--- src/rtl/core/epm_pkg.sv ---
// ----------------------------------------------------------------------------
// epm_pkg: shared constants and types of the edge phase meter
// Widths, phase constants, register indexes and the command and status
// groups that pass between the controller and the datapath.
// ----------------------------------------------------------------------------
`default_nettype none

package epm_pkg;

  // Sample counters and the latched period (one bit wider than a counter).
  localparam int COUNT_BITS  = 24;
  localparam int PERIOD_BITS = COUNT_BITS + 1;

  // Samples and phase words.
  localparam int SAMPLE_BITS = 16;
  localparam int PHASE_BITS  = 16;

  // The numerator of the phase division is count * full turn.
  localparam int TURN_BITS    = 17;
  localparam int NUM_BITS     = COUNT_BITS + 16;
  localparam int DIV_CNT_BITS = $clog2(NUM_BITS);

  localparam logic signed [SAMPLE_BITS-1:0] HIGH_THRESHOLD = 16'sd2048;
  localparam logic [TURN_BITS-1:0]          FULL_TURN      = 17'd46080;
  localparam logic [PHASE_BITS-1:0]         HALF_TURN      = 16'd23040;

  // Configuration port.
  localparam int CFG_INDEX_BITS = 4;
  localparam int CFG_DATA_BITS  = 1;
  localparam logic [CFG_INDEX_BITS-1:0] REG_EDGE_MODE = 4'd0;
  localparam logic [CFG_INDEX_BITS-1:0] REG_SYNC_MODE = 4'd1;

  // Commands from the controller to the datapath.
  typedef struct packed {
    logic load;       // an input beat is taken: update edges and counters
    logic emit_sync;  // the accepted beat repeats the last phase
    logic mul;        // form the division numerator
    logic step;       // one restoring division step
    logic finish;     // wrap the phase and load the result register
  } epm_cmd_t;

  // Status from the datapath to the controller.
  typedef struct packed {
    logic x_edge;     // the offered input beat carries a signal edge
    logic sync_mode;  // repeat the last phase on beats without a signal edge
    logic div_last;   // the current division step is the final one
  } epm_sts_t;

endpackage

`default_nettype wire

--- src/rtl/core/edge_phase_meter.sv ---
// ----------------------------------------------------------------------------
// edge_phase_meter: edge-counting phase meter
// Measures the phase of a sampled signal against a sampled reference by
// counting samples between selected edges, in 1/128 degree units.
// ----------------------------------------------------------------------------
//
//  Channel  Direction  Handshake           Beat contents
//  in_      input      in_valid/in_stall   in_x_sample, in_ref_sample (Q3.12)
//  out_     output     out_valid/out_stall out_phase (1/128 degree, signed)
//  cfg_     input      cfg_wr_en           cfg_index, cfg_data (write only)
//
//  A beat without a signal edge is taken with no divide; in sync mode it
//  places the last phase in the result register in the same cycle.
//  A beat with a signal edge runs through its accept, the multiply by a
//  full turn, the bit-serial restoring divide of the 40-bit numerator by
//  the latched period, and the wrap of the phase into the result register
//  before the next beat is accepted.
//  Reset is synchronous and active low; it restores rising-edge and sync
//  mode and clears all counters, the period and the last phase.
//  A result waiting under out_stall blocks the next input beat, and holds
//  back the wrap cycle of a running divide, until it is taken.
//
// ----------------------------------------------------------------------------
`default_nettype none

module edge_phase_meter (
  input  wire logic                                   clk,
  input  wire logic                                   rst_n,
  // Input channel: one sample pair per beat.
  input  wire logic                                   in_valid,
  output logic                                        in_stall,
  input  wire logic signed [epm_pkg::SAMPLE_BITS-1:0] in_x_sample,
  input  wire logic signed [epm_pkg::SAMPLE_BITS-1:0] in_ref_sample,
  // Result channel: zero or one phase beat per input beat.
  output logic                                        out_valid,
  input  wire logic                                   out_stall,
  output logic signed [epm_pkg::PHASE_BITS-1:0]       out_phase,
  // Configuration write port: index 0 is edge_mode, index 1 is sync_mode.
  input  wire logic                                   cfg_wr_en,
  input  wire logic [epm_pkg::CFG_INDEX_BITS-1:0]     cfg_index,
  input  wire logic [epm_pkg::CFG_DATA_BITS-1:0]      cfg_data
);
  import epm_pkg::*;

  // Commands flow from the controller into the datapath, status flows back.
  epm_cmd_t cmd;
  epm_sts_t sts;

  // The controller decides when beats are taken and when results appear.
  epm_ctrl u_ctrl (
    .clk       (clk),
    .rst_n     (rst_n),
    .in_valid  (in_valid),
    .in_stall  (in_stall),
    .out_valid (out_valid),
    .out_stall (out_stall),
    .sts       (sts),
    .cmd       (cmd)
  );

  // The datapath holds the measurement state, the divider and the result.
  epm_dp u_dp (
    .clk           (clk),
    .rst_n         (rst_n),
    .in_x_sample   (in_x_sample),
    .in_ref_sample (in_ref_sample),
    .out_phase     (out_phase),
    .cfg_wr_en     (cfg_wr_en),
    .cfg_index     (cfg_index),
    .cfg_data      (cfg_data),
    .cmd           (cmd),
    .sts           (sts)
  );

endmodule

`default_nettype wire

--- src/rtl/core/epm_ctrl.sv ---
// ----------------------------------------------------------------------------
// epm_ctrl: controller of the edge phase meter
// Sequences the accept, multiply, divide and finish steps and owns the
// result valid flag.
// ----------------------------------------------------------------------------
`default_nettype none

module epm_ctrl (
  input  wire logic             clk,
  input  wire logic             rst_n,
  input  wire logic             in_valid,
  output logic                  in_stall,
  output logic                  out_valid,
  input  wire logic             out_stall,
  input  wire epm_pkg::epm_sts_t sts,
  output epm_pkg::epm_cmd_t     cmd
);
  import epm_pkg::*;

  typedef enum logic [1:0] {
    S_IDLE,
    S_MUL,
    S_DIV,
    S_DONE
  } state_t;

  state_t state_r, state_nxt;
  logic   out_valid_r, out_valid_nxt;
  logic   out_free;
  logic   accept;

  // The result register is free in the next cycle if it is empty or taken now.
  assign out_free = !out_valid_r || !out_stall;
  assign in_stall = (state_r != S_IDLE) || !out_free;
  assign accept   = in_valid && !in_stall;
  assign out_valid = out_valid_r;

  always_comb begin
    state_nxt      = state_r;
    cmd            = '0;
    cmd.load       = accept;
    cmd.emit_sync  = accept && !sts.x_edge && sts.sync_mode;
    case (state_r)
      S_IDLE: begin
        if (accept && sts.x_edge) begin
          state_nxt = S_MUL;
        end
      end
      S_MUL: begin
        cmd.mul   = 1'b1;
        state_nxt = S_DIV;
      end
      S_DIV: begin
        cmd.step = 1'b1;
        if (sts.div_last) begin
          state_nxt = S_DONE;
        end
      end
      S_DONE: begin
        if (out_free) begin
          cmd.finish = 1'b1;
          state_nxt  = S_IDLE;
        end
      end
      default: begin
        state_nxt = S_IDLE;
      end
    endcase
    out_valid_nxt = (out_valid_r && out_stall) || cmd.emit_sync || cmd.finish;
  end

  always_ff @(posedge clk) begin
    if (!rst_n) begin
      state_r     <= S_IDLE;
      out_valid_r <= 1'b0;
    end else begin
      state_r     <= state_nxt;
      out_valid_r <= out_valid_nxt;
    end
  end

  // A result is only written into a register that is free.
  a_finish_free: assert property (@(posedge clk) disable iff (!rst_n)
    cmd.finish |-> out_free)
    else $error("result written while the previous one is still pending");

  // A pending result is never overwritten or dropped.
  a_hold_result: assert property (@(posedge clk) disable iff (!rst_n)
    (out_valid_r && out_stall) |=> out_valid_r)
    else $error("pending result lost");

  // A signal edge always launches the division sequence.
  a_edge_divides: assert property (@(posedge clk) disable iff (!rst_n)
    (accept && sts.x_edge) |=> (state_r == S_MUL))
    else $error("signal edge did not start the phase division");

  // The division runs until its final step before the phase is finished.
  a_div_runs: assert property (@(posedge clk) disable iff (!rst_n)
    (state_r == S_DIV && !sts.div_last) |=> (state_r == S_DIV))
    else $error("division left early");

endmodule

`default_nettype wire

--- src/rtl/core/epm_dp.sv ---
// ----------------------------------------------------------------------------
// epm_dp: datapath of the edge phase meter
// Edge detection, sample counters, period latch, the numerator multiply,
// a restoring divider that folds the quotient modulo a full turn, and the
// result register.
// ----------------------------------------------------------------------------
`default_nettype none

module epm_dp (
  input  wire logic                                   clk,
  input  wire logic                                   rst_n,
  input  wire logic signed [epm_pkg::SAMPLE_BITS-1:0] in_x_sample,
  input  wire logic signed [epm_pkg::SAMPLE_BITS-1:0] in_ref_sample,
  output logic signed [epm_pkg::PHASE_BITS-1:0]       out_phase,
  input  wire logic                                   cfg_wr_en,
  input  wire logic [epm_pkg::CFG_INDEX_BITS-1:0]     cfg_index,
  input  wire logic [epm_pkg::CFG_DATA_BITS-1:0]      cfg_data,
  input  wire epm_pkg::epm_cmd_t                      cmd,
  output epm_pkg::epm_sts_t                           sts
);
  import epm_pkg::*;

  localparam logic [COUNT_BITS-1:0] COUNT_MAX = '1;

  logic                    edge_mode_r, edge_mode_nxt;
  logic                    sync_mode_r, sync_mode_nxt;
  logic                    prev_x_r, prev_x_nxt;
  logic                    prev_ref_r, prev_ref_nxt;
  logic [COUNT_BITS-1:0]   ref_cnt_r, ref_cnt_nxt;
  logic [COUNT_BITS-1:0]   x_cnt_r, x_cnt_nxt;
  logic [PERIOD_BITS-1:0]  period_r, period_nxt;
  logic                    cnt_on_r, cnt_on_nxt;
  logic [PHASE_BITS-1:0]   last_phase_r, last_phase_nxt;
  logic [DIV_CNT_BITS-1:0] div_cnt_r, div_cnt_nxt;
  logic [NUM_BITS-1:0]     num_r, num_nxt;
  logic [PERIOD_BITS-1:0]  rem_r, rem_nxt;
  logic [PHASE_BITS-1:0]   rmod_r, rmod_nxt;
  logic [PHASE_BITS-1:0]   out_phase_r, out_phase_nxt;

  logic                    x_high, ref_high, x_edge, ref_edge;
  logic                    cnt_on_tmp;
  logic [COUNT_BITS-1:0]   x_cnt_tmp;
  logic [PERIOD_BITS:0]    trial;
  logic                    q_bit;
  logic [TURN_BITS-1:0]    rmod_dbl;
  logic [PHASE_BITS-1:0]   phase_val;

  assign x_high   = in_x_sample > HIGH_THRESHOLD;
  assign ref_high = in_ref_sample > HIGH_THRESHOLD;
  assign x_edge   = edge_mode_r ? (x_high && !prev_x_r) : (!x_high && prev_x_r);
  assign ref_edge = edge_mode_r ? (ref_high && !prev_ref_r) : (!ref_high && prev_ref_r);

  assign sts.x_edge    = x_edge;
  assign sts.sync_mode = sync_mode_r;
  assign sts.div_last  = (div_cnt_r == DIV_CNT_BITS'(NUM_BITS - 1));

  // One restoring step: the quotient bit also feeds a running residue
  // modulo a full turn, so the wrap needs no wide remainder at the end.
  assign trial    = {rem_r, num_r[NUM_BITS-1]};
  assign q_bit    = trial >= {1'b0, period_r};
  assign rmod_dbl = {rmod_r, q_bit};

  always_comb begin
    if (period_r == '0) begin
      phase_val = '0;
    end else if (rmod_r > HALF_TURN) begin
      phase_val = PHASE_BITS'({1'b0, rmod_r} - FULL_TURN);
    end else begin
      phase_val = rmod_r;
    end
  end

  always_comb begin
    edge_mode_nxt  = edge_mode_r;
    sync_mode_nxt  = sync_mode_r;
    prev_x_nxt     = prev_x_r;
    prev_ref_nxt   = prev_ref_r;
    ref_cnt_nxt    = ref_cnt_r;
    x_cnt_nxt      = x_cnt_r;
    period_nxt     = period_r;
    cnt_on_nxt     = cnt_on_r;
    last_phase_nxt = last_phase_r;
    div_cnt_nxt    = div_cnt_r;
    num_nxt        = num_r;
    rem_nxt        = rem_r;
    rmod_nxt       = rmod_r;
    out_phase_nxt  = out_phase_r;
    cnt_on_tmp     = cnt_on_r;
    x_cnt_tmp      = x_cnt_r;

    if (cfg_wr_en) begin
      if (cfg_index == REG_EDGE_MODE) begin
        edge_mode_nxt = cfg_data[0];
      end
      if (cfg_index == REG_SYNC_MODE) begin
        sync_mode_nxt = cfg_data[0];
      end
    end

    if (cmd.load) begin
      prev_x_nxt   = x_high;
      prev_ref_nxt = ref_high;
      if (ref_edge) begin
        cnt_on_tmp  = 1'b1;
        period_nxt  = {1'b0, ref_cnt_r} + PERIOD_BITS'(1);
        ref_cnt_nxt = '0;
        x_cnt_tmp   = '0;
      end else if (ref_cnt_r != COUNT_MAX) begin
        ref_cnt_nxt = ref_cnt_r + COUNT_BITS'(1);
      end
      cnt_on_nxt = cnt_on_tmp;
      x_cnt_nxt  = x_cnt_tmp;
      if (x_edge) begin
        cnt_on_nxt = 1'b0;
      end else if (cnt_on_tmp && x_cnt_tmp != COUNT_MAX) begin
        x_cnt_nxt = x_cnt_tmp + COUNT_BITS'(1);
      end
    end

    if (cmd.emit_sync) begin
      out_phase_nxt = last_phase_r;
    end

    if (cmd.mul) begin
      num_nxt     = NUM_BITS'(x_cnt_r) * NUM_BITS'(FULL_TURN);
      rem_nxt     = '0;
      rmod_nxt    = '0;
      div_cnt_nxt = '0;
    end

    if (cmd.step) begin
      num_nxt     = {num_r[NUM_BITS-2:0], 1'b0};
      rem_nxt     = q_bit ? PERIOD_BITS'(trial - {1'b0, period_r})
                          : PERIOD_BITS'(trial);
      rmod_nxt    = (rmod_dbl >= FULL_TURN) ? PHASE_BITS'(rmod_dbl - FULL_TURN)
                                            : rmod_dbl[PHASE_BITS-1:0];
      div_cnt_nxt = div_cnt_r + DIV_CNT_BITS'(1);
    end

    if (cmd.finish) begin
      last_phase_nxt = phase_val;
      out_phase_nxt  = phase_val;
    end
  end

  always_ff @(posedge clk) begin
    if (!rst_n) begin
      edge_mode_r  <= 1'b1;
      sync_mode_r  <= 1'b1;
      prev_x_r     <= 1'b0;
      prev_ref_r   <= 1'b0;
      ref_cnt_r    <= '0;
      x_cnt_r      <= '0;
      period_r     <= '0;
      cnt_on_r     <= 1'b0;
      last_phase_r <= '0;
      div_cnt_r    <= '0;
    end else begin
      edge_mode_r  <= edge_mode_nxt;
      sync_mode_r  <= sync_mode_nxt;
      prev_x_r     <= prev_x_nxt;
      prev_ref_r   <= prev_ref_nxt;
      ref_cnt_r    <= ref_cnt_nxt;
      x_cnt_r      <= x_cnt_nxt;
      period_r     <= period_nxt;
      cnt_on_r     <= cnt_on_nxt;
      last_phase_r <= last_phase_nxt;
      div_cnt_r    <= div_cnt_nxt;
    end
  end

  always_ff @(posedge clk) begin
    num_r       <= num_nxt;
    rem_r       <= rem_nxt;
    rmod_r      <= rmod_nxt;
    out_phase_r <= out_phase_nxt;
  end

  assign out_phase = $signed(out_phase_r);

endmodule

`default_nettype wire

--- config.mk ---
export PLATFORM = sky130hd
export DESIGN_NAME = edge_phase_meter
export DESIGN_NICKNAME = d
export VERILOG_FILES = /design/src/rtl/core/epm_pkg.sv /design/src/rtl/core/edge_phase_meter.sv /design/src/rtl/core/epm_ctrl.sv /design/src/rtl/core/epm_dp.sv
export SDC_FILE = /design/constraint.sdc
export NUM_CORES = 1
export LEC_CHECK = 0
export ABC_AREA = 1
export ABC_CLOCK_PERIOD_IN_PS = 9600
export BUFFER_PORTS_ARGS = -buffer_cell sky130_fd_sc_hd__clkbuf_2
export CAP_MARGIN = 40
export CORE_UTILIZATION = 44
export CTS_BUF_LIST = sky130_fd_sc_hd__clkbuf_4
export DETAILED_ROUTE_END_ITERATION = 10
export GPL_TIMING_DRIVEN = 0
export PLACE_DENSITY = 0.71
export RECOVER_POWER = 25
export SYNTH_ARGS = -nofsm -noshare
export SYNTH_HDL_FRONTEND = slang
export SYNTH_SLANG_ARGS = --single-unit
--- constraint.sdc ---
create_clock -name clk -period 9.6 [get_ports clk]
set_input_delay 0.96 -clock clk [delete_from_list [all_inputs] [get_ports clk]]
set_output_delay 0.96 -clock clk [all_outputs]
set_load 0.005 [all_outputs]
==> results of run 1 <==
-- worst max-delay path, delay by kind of cell, from the launching register on --
| family | cells | cell delay (ps) |
|---|---|---|
| AOI/OAI and AO/OA | 2 | 220 |
| and+or+nand+nor | 4 | 480 |
| DFF | 1 | 390 |
| adders and majority gates | 1 | 1100 |
| buffers and inverters | 3 | 2260 |
-- registers in the layout, indices dropped and copies added (netlist names) --
signal / flops
u_dp.rem_r: 25
u_ctrl.out_valid: 1
u_dp.x_cnt_r: 24
u_dp.period_r: 25
u_dp.rmod_r: 16
u_dp.prev_ref_r: 1
u_dp.sync_mode_r: 1
u_dp.out_phase: 16
u_dp.prev_x_r: 1
u_dp.last_phase_r: 16
u_dp.edge_mode_r: 1
u_dp.num_r: 30
u_dp.div_cnt_r: 6
u_dp.cnt_on_r: 1
u_dp.ref_cnt_r: 24
u_ctrl.state_r: 2
-- power breakdown --
part           switching, W  total [W]  leakage (nW)  internal [W]
clock network      0.000309   0.000451         0.158      0.000142
registers          0.000109    0.00128          1.69       0.00118
logic               0.00102    0.00152          4.73      0.000500
total               0.00144    0.00326          6.58       0.00182
-- kinds of logic after synthesis --
logic type | share of synthesized area
XOR/XNOR | 0.0402
flip-flops | 0.352
adder cells (fa/ha/maj) | 0.143
AND/OR/NAND/NOR | 0.246
buffers and inverters | 0.0942
AO/OA/AOI/OAI | 0.124
-- stage by stage --
stage / hold slack, ps / util
after floorplan: 422 / -
after global placement: 451 / 0.475
after global routing: 516 / 0.485
final: 483 / 0.485
after detailed placement: 458 / 0.477
after CTS: 484 / 0.486
-- worst min-delay path by stage --
stage	startpoint	endpoint	slack [ps]	cells past startpoint
finish	u_dp.last_phase_r[10]$_SDFFE_PN0P_	u_dp.last_phase_r[10]$_SDFFE_PN0P_	480	2
global route	u_dp.last_phase_r[14]$_SDFFE_PN0P_	u_dp.last_phase_r[14]$_SDFFE_PN0P_	520	2
CTS	u_dp.ref_cnt_r[19]$_SDFFE_PN0P_	u_dp.ref_cnt_r[19]$_SDFFE_PN0P_	480	2
detailed placement	u_dp.div_cnt_r[5]$_SDFFE_PN0P_	u_dp.div_cnt_r[5]$_SDFFE_PN0P_	460	1
global placement	u_dp.div_cnt_r[5]$_SDFFE_PN0P_	u_dp.div_cnt_r[5]$_SDFFE_PN0P_	450	1
floorplan	u_dp.div_cnt_r[5]$_SDFFE_PN0P_	u_dp.div_cnt_r[5]$_SDFFE_PN0P_	420	1
-- routing by layer --
metal	up-vias	wire, um	GRT usage
li1	5918	-	-
met4	0	469	0.0565
met3	32	1380	0.0290
met1	5291	14900	0.278
met2	276	14000	0.336
met5	-	0	0
-- cell type report --
cell class / instances / area (um^2)
diodes: 1 / 2.50
plain buffers: 43 / 204
clock buffers: 18 / 135
clock inverters: 14 / 146
fillers: 2933 / 15300
inverters: 279 / 1050
multi-input cells: 1249 / 7380
flip-flops and latches: 190 / 4670
well taps: 390 / 488
repair buffers: 60 / 309
-- cells in the mapped netlist (all sizes together) --
master  count
a211oi     22
a21boi      3
a21o        7
a21oi     140
a221oi      1
a22o        1
a31oi       7
a41oi       1
and2        1
and3        3
buf        19
clkbuf     24
clkinv      1
dfxtp     103
edfxtp     87
fa         32
ha        101
inv       278
nand2     390
nand3      75
nand3b      6
nand4      29
nor2      200
nor3       26
nor3b       1
nor4       13
o211a       3
o211ai      2
o21a        7
o21ai      85
o21bai      4
o22ai      11
o31ai       1
or2        15
or4         1
xnor2      28
xor2       33
==> qor.txt, run 1 <==
synthesized area: 13300 um^2
die height: 176 um
Leakage: 6.58 nW
cell count after synthesis: 1761
routability congestion estimate: 0.928
Post-CTS Setup Bufs: 0
syn_area_per_cell: 7.55 um^2
starting density of the core: 0.448
setup ws final: 5080 ps
die area: 30900 um^2
Iter 0 DRT Violations: 728
Setup violations, final: 0
Worst R2R Path Depth: 10
CP max FO: 46
final HPWL from detailed placement: 24.3 mm
CTS tree: done
CP startpoint: u_ctrl.state_r[1]$_SDFFE_PN0P_
Synth top area share: 0.197
RR Startpoint: u_ctrl.state_r[1]$_SDFFE_PN0P_
Synth area leaders: edfxtp_1, dfxtp_1, nand2_1, ha_1, inv_1
Die X-Extent: 176 um
Max Buffers Root-to-Sink: 2
htree depth: 4
root buffer cell: clkbuf_4
Setup TNS: 0 ps
post-synthesis register bit count: 190
Post-Layout Cell Count: 2244
Crit path largest cell delay: 1800 ps
max-slew violation total from the final report: 47
Yosys cell types: 53
crit path capture: u_dp.div_cnt_r[5]$_SDFFE_PN0P_
grt total ovfl: 0
Nets: 2015
RSZ-0062 raised after global routing: false
crit path time final: 4520 ps
wire per inst: 13.7 um
kind of critical path: reg -> reg
clock sink count: 190
Design Area, Final: 14400 um^2
vias in the first global route: 10.9k
cell breakdown of the critical path: inv_1 -> ha_1 -> clkbuf_1 -> clkbuf_1 -> nand2_1 -> nor2_1 -> nand2_1 -> nor2_1 -> o21ai_0 -> a21oi_1
fraction of layout cells with a size suffix above 1: 0.0826
commonest non-fill, non-tap cell in the layout: nand2_1
Highest Clock Rate: 0.221 GHz
largest net degree at the start of global routing: 47
# IOs: 60
MaxCap Viol Count: 1
endpoint class of the critical path: flip-flop
cell taking the most area after synthesis: edfxtp_1
Area after DPL: 14100 um^2
Peak VDD IR: 0.107 mV
Data arrival, critical path: 5080 ps
final worst-path cycle share: 0.470
R2R Path End: u_dp.div_cnt_r[5]$_SDFFE_PN0P_
leading cell types in the layout, fill and taps excluded: nand2_1, inv_1, nor2_1, a21oi_1, dfxtp_1
CTS hold repair buffers: 0
PD cells: 227 nW/um^2
Post-CTS Resized: 0
drt first pass iters: 5
Via Count: 11.5k
startpoint types: flip-flop
Setup Slack @ Placement: 5520 ps
final WL: 30.8 mm
Req. time, crit path: 10160 ps
Design Power: 0.00326 W
core area: 29600 um^2
via-per-instance ratio: 5.13
CTS Buf Count: 17
Final Hold Vio Count: 0
outcome: complete, but fails checks
R2R setup slack: 5080 ps
num rows: 63
HP Class: reg -> reg
Slowest cell on crit path: clkbuf_1
Ys Warns: 0
PortBufs: 58
Clock Pin Slew Worst Setup and Hold Paths: 170 ps
Detail Route Antenna Nets: 0
first-pass GRT wire length: 51.4 mm
Final Skew: 24.8 ps
Slew Limit Headroom: -0.621
actual slew at the worst max-slew pin: 2430 ps
failing checks: capacitance limit, slew limit
worst skew pair latency: 620 ps
sequential fraction of the synthesis area: 0.352
Syn-to-layout area delta: 8.24%
Tot GR Track Use: 0.204
antenna violations before repair: 1
placed insts: 2211
Mapped Nets: 1936
drc violations: 0
Note: power is estimated with default switching activity, not from simulation.
==> run 2, diff against run 1 <==
--- a/config.mk
+++ b/config.mk
@@ -6,14 +6,14 @@
 export NUM_CORES = 1
 export LEC_CHECK = 0
 export ABC_AREA = 1
-export ABC_CLOCK_PERIOD_IN_PS = 9600
+export ABC_CLOCK_PERIOD_IN_PS = 4000
 export BUFFER_PORTS_ARGS = -buffer_cell sky130_fd_sc_hd__clkbuf_2
 export CAP_MARGIN = 40
 export CORE_UTILIZATION = 44
 export CTS_BUF_LIST = sky130_fd_sc_hd__clkbuf_4
 export DETAILED_ROUTE_END_ITERATION = 10
 export GPL_TIMING_DRIVEN = 0
-export PLACE_DENSITY = 0.71
+export PLACE_DENSITY = 0.74
 export RECOVER_POWER = 25
 export SYNTH_ARGS = -nofsm -noshare
 export SYNTH_HDL_FRONTEND = slang
==> constraint.sdc (replaced) <==
create_clock -name clk -period 4 [get_ports clk]
set_input_delay 0.4 -clock clk [delete_from_list [all_inputs] [get_ports clk]]
set_output_delay 0.4 -clock clk [all_outputs]
set_load 0.005 [all_outputs]
==> run 2 against run 1 <==
Compared with the run above: the flow now finishes without violations; critical path type unchanged; clock power is 140% higher; first-iteration DRC count is 6.3% higher; via count is 0.49% higher; worst setup slack worse by 4900 ps; highest routed layer unchanged.
==> qor.txt, run 2 (synthesis results as in run 1) <==
startpoint types: flip-flop
fill count: 2895
max-slew violation total from the final report: 0
Biggest register: u_dp.num_r
leading cell types in the layout, fill and taps excluded: nand2_1, inv_1, nor2_1, a21oi_1, ha_1
Peak VDD IR: 0.345 mV
Data arrival, critical path: 4120 ps
clock sink count: 190
core area: 29600 um^2
drc violations: 0
wire per inst: 13.8 um
outcome: completed
commonest non-fill, non-tap cell in the layout: nand2_1
PortBufs: 58
CP startpoint: u_dp.x_cnt_r[3]$_SDFFE_PN0P_
Worst R2R Path Depth: 17
antenna violations before repair: 1
Tot GR Track Use: 0.203
htree depth: 4
drt first pass iters: 6
Reg area: 4700 um^2
crit path capture: u_dp.num_r[39]$_DFFE_PP_
CTS Buf Count: 17
Final Hold Vio Count: 0
MaxCap Viol Count: 0
fraction of layout cells with a size suffix above 1: 0.0982
crit path time final: 3800 ps
R2R setup slack: 200 ps
kind of critical path: reg -> reg
Clock Pin Slew Worst Setup and Hold Paths: 160 ps
Largest register FFs: 30
utilization after layout: 0.490
CTS tree: done
worst skew pair latency: 610 ps
switch share: 0.437
Die X-Extent: 176 um
Req. time, crit path: 4320 ps
Max Buffers Root-to-Sink: 2
Detail Route Antenna Nets: 0
Post-CTS Setup Bufs: 0
internal power: 0.00442 W
Leakage: 6.60 nW
Slew Limit Headroom: 0.132
first-pass GRT wire length: 51.0 mm
placed insts: 2211
Setup violations, final: 0
PD cells: 540 nW/um^2
vias in the first global route: 10.7k
final HPWL from detailed placement: 24.2 mm
Final Skew: 27.3 ps
starting density of the core: 0.448
Post-Layout Cell Count: 2246
Highest Clock Rate: 0.263 GHz
Syn-to-layout area delta: 9.22%
endpoint class of the critical path: flip-flop
multi-input logic area: 7450 um^2
combinational power share: 0.469
largest net degree at the start of global routing: 45
via-per-instance ratio: 5.15
R2R Path End: u_dp.num_r[39]$_DFFE_PP_
Largest regs: u_dp.num_r (30), u_dp.period_r (25), u_dp.rem_r (25)
RSZ-0062 raised after global routing: false
root buffer cell: clkbuf_4
Nets: 2016
final WL: 30.9 mm
die area: 30900 um^2
grt total ovfl: 0
Iter 0 DRT Violations: 774
actual slew at the worst max-slew pin: 1300 ps
num rows: 63
final worst-path cycle share: 0.951
die height: 176 um
routability congestion estimate: 0.947
RR Startpoint: u_dp.x_cnt_r[3]$_SDFFE_PN0P_
Clock Power Share: 0.141
switching pwr: 0.00343 W
HP Class: in -> reg
# IOs: 60
CP max FO: 6
Via Count: 11.6k
Design Area, Final: 14500 um^2
Flop pwr share: 0.390
Area after DPL: 14100 um^2
## run 2: cell types whose count changed in the layout (fill, tap and decap cells not counted), sizes merged
cell         change
inv              -1
clkinv           -1
clkbuf           -1
clkinvlp         +1
diode            +1
dlygate4sd3      +1
bufinv           +1
buf              +1
## run 2: cell type report
type	count	area share
Buffer	43	0.0141
Sequential cell	190	0.324
Antenna cell	2	0.000345
Clock inverter	14	0.0107
Inverter	279	0.0722
Clock buffer	18	0.00931
Multi-Input combinational cell	1249	0.513
Tap cell	390	0.0336
Timing Repair Buffer	61	0.0228
## run 2: how the worst min path moves through the flow
stage | from | endpoint | slack (ps) | cells past startpoint
final | cfg_index[1] | u_dp.edge_mode_r$_SDFFE_PN1P_ | 90 | 3
after global routing | cfg_index[0] | u_dp.edge_mode_r$_SDFFE_PN1P_ | 80 | 3
after CTS | cfg_index[0] | u_dp.edge_mode_r$_SDFFE_PN1P_ | 40 | 3
after detailed placement | u_dp.div_cnt_r[5]$_SDFFE_PN0P_ | u_dp.div_cnt_r[5]$_SDFFE_PN0P_ | 450 | 1
after global placement | u_dp.div_cnt_r[5]$_SDFFE_PN0P_ | u_dp.div_cnt_r[5]$_SDFFE_PN0P_ | 450 | 1
after floorplan | u_dp.div_cnt_r[5]$_SDFFE_PN0P_ | u_dp.div_cnt_r[5]$_SDFFE_PN0P_ | 420 | 1
## run 2: repair_timing
| item | CTS | global route |
|---|---|---|
| gates resized for setup | 5 | 37 |
| endpoints found under the setup margin | 6 | 11 |
| hold buffers | 1 | 0 |
| hold endpoints to repair | 2 | 0 |
| pin swaps | 0 | 1 |
## run 2: per-layer routing
| metal | GRT usage | share of wire | up-vias | wire, um |
|---|---|---|---|---|
| li1 | - | - | 5932 | - |
| met1 | 0.281 | 0.47 | 5282 | 14700 |
| met2 | 0.332 | 0.46 | 325 | 14100 |
| met3 | 0.0214 | 0.051 | 35 | 1580 |
| met4 | 0.0598 | 0.017 | 0 | 534 |
| met5 | 0 | 0 | - | 0 |
## run 2: critical path: stages, from the launching register on
cell	delay (ps)
dfxtp_2	380
ha_1	320
ha_1	330
xnor2_1	150
fa_1	510
inv_1	40
ha_1	350
inv_1	110
o21bai_1	110
o21ai_0	190
o211ai_1	110
nand2_1	70
nand3_1	150
nand3_1	110
nand3_1	80
or2_2	280
nand3_1	70
nand2_1	140
## run 2: per-stage QoR
stage                     hold WS [ps]  power [W]  setup slack [ps]  TNS [ps]
after detailed placement           451    0.00677              -118      -409
after global placement             447    0.00662              -433     -2390
after CTS                         42.7    0.00788              12.7         0
after global routing              80.5    0.00845              3.50         0
final                             88.7    0.00784               197         0
after floorplan                    422    0.00574               423         0
## run 2: power groups by stage
stage	sequential [W]	combinational [W]	clock, W
global placement	0.00313	0.00349	0
detailed placement	0.00310	0.00367	0
CTS	0.00305	0.00370	0.00113
global route	0.00312	0.00414	0.00120
floorplan	0.00305	0.00269	0
finish	0.00306	0.00368	0.00110
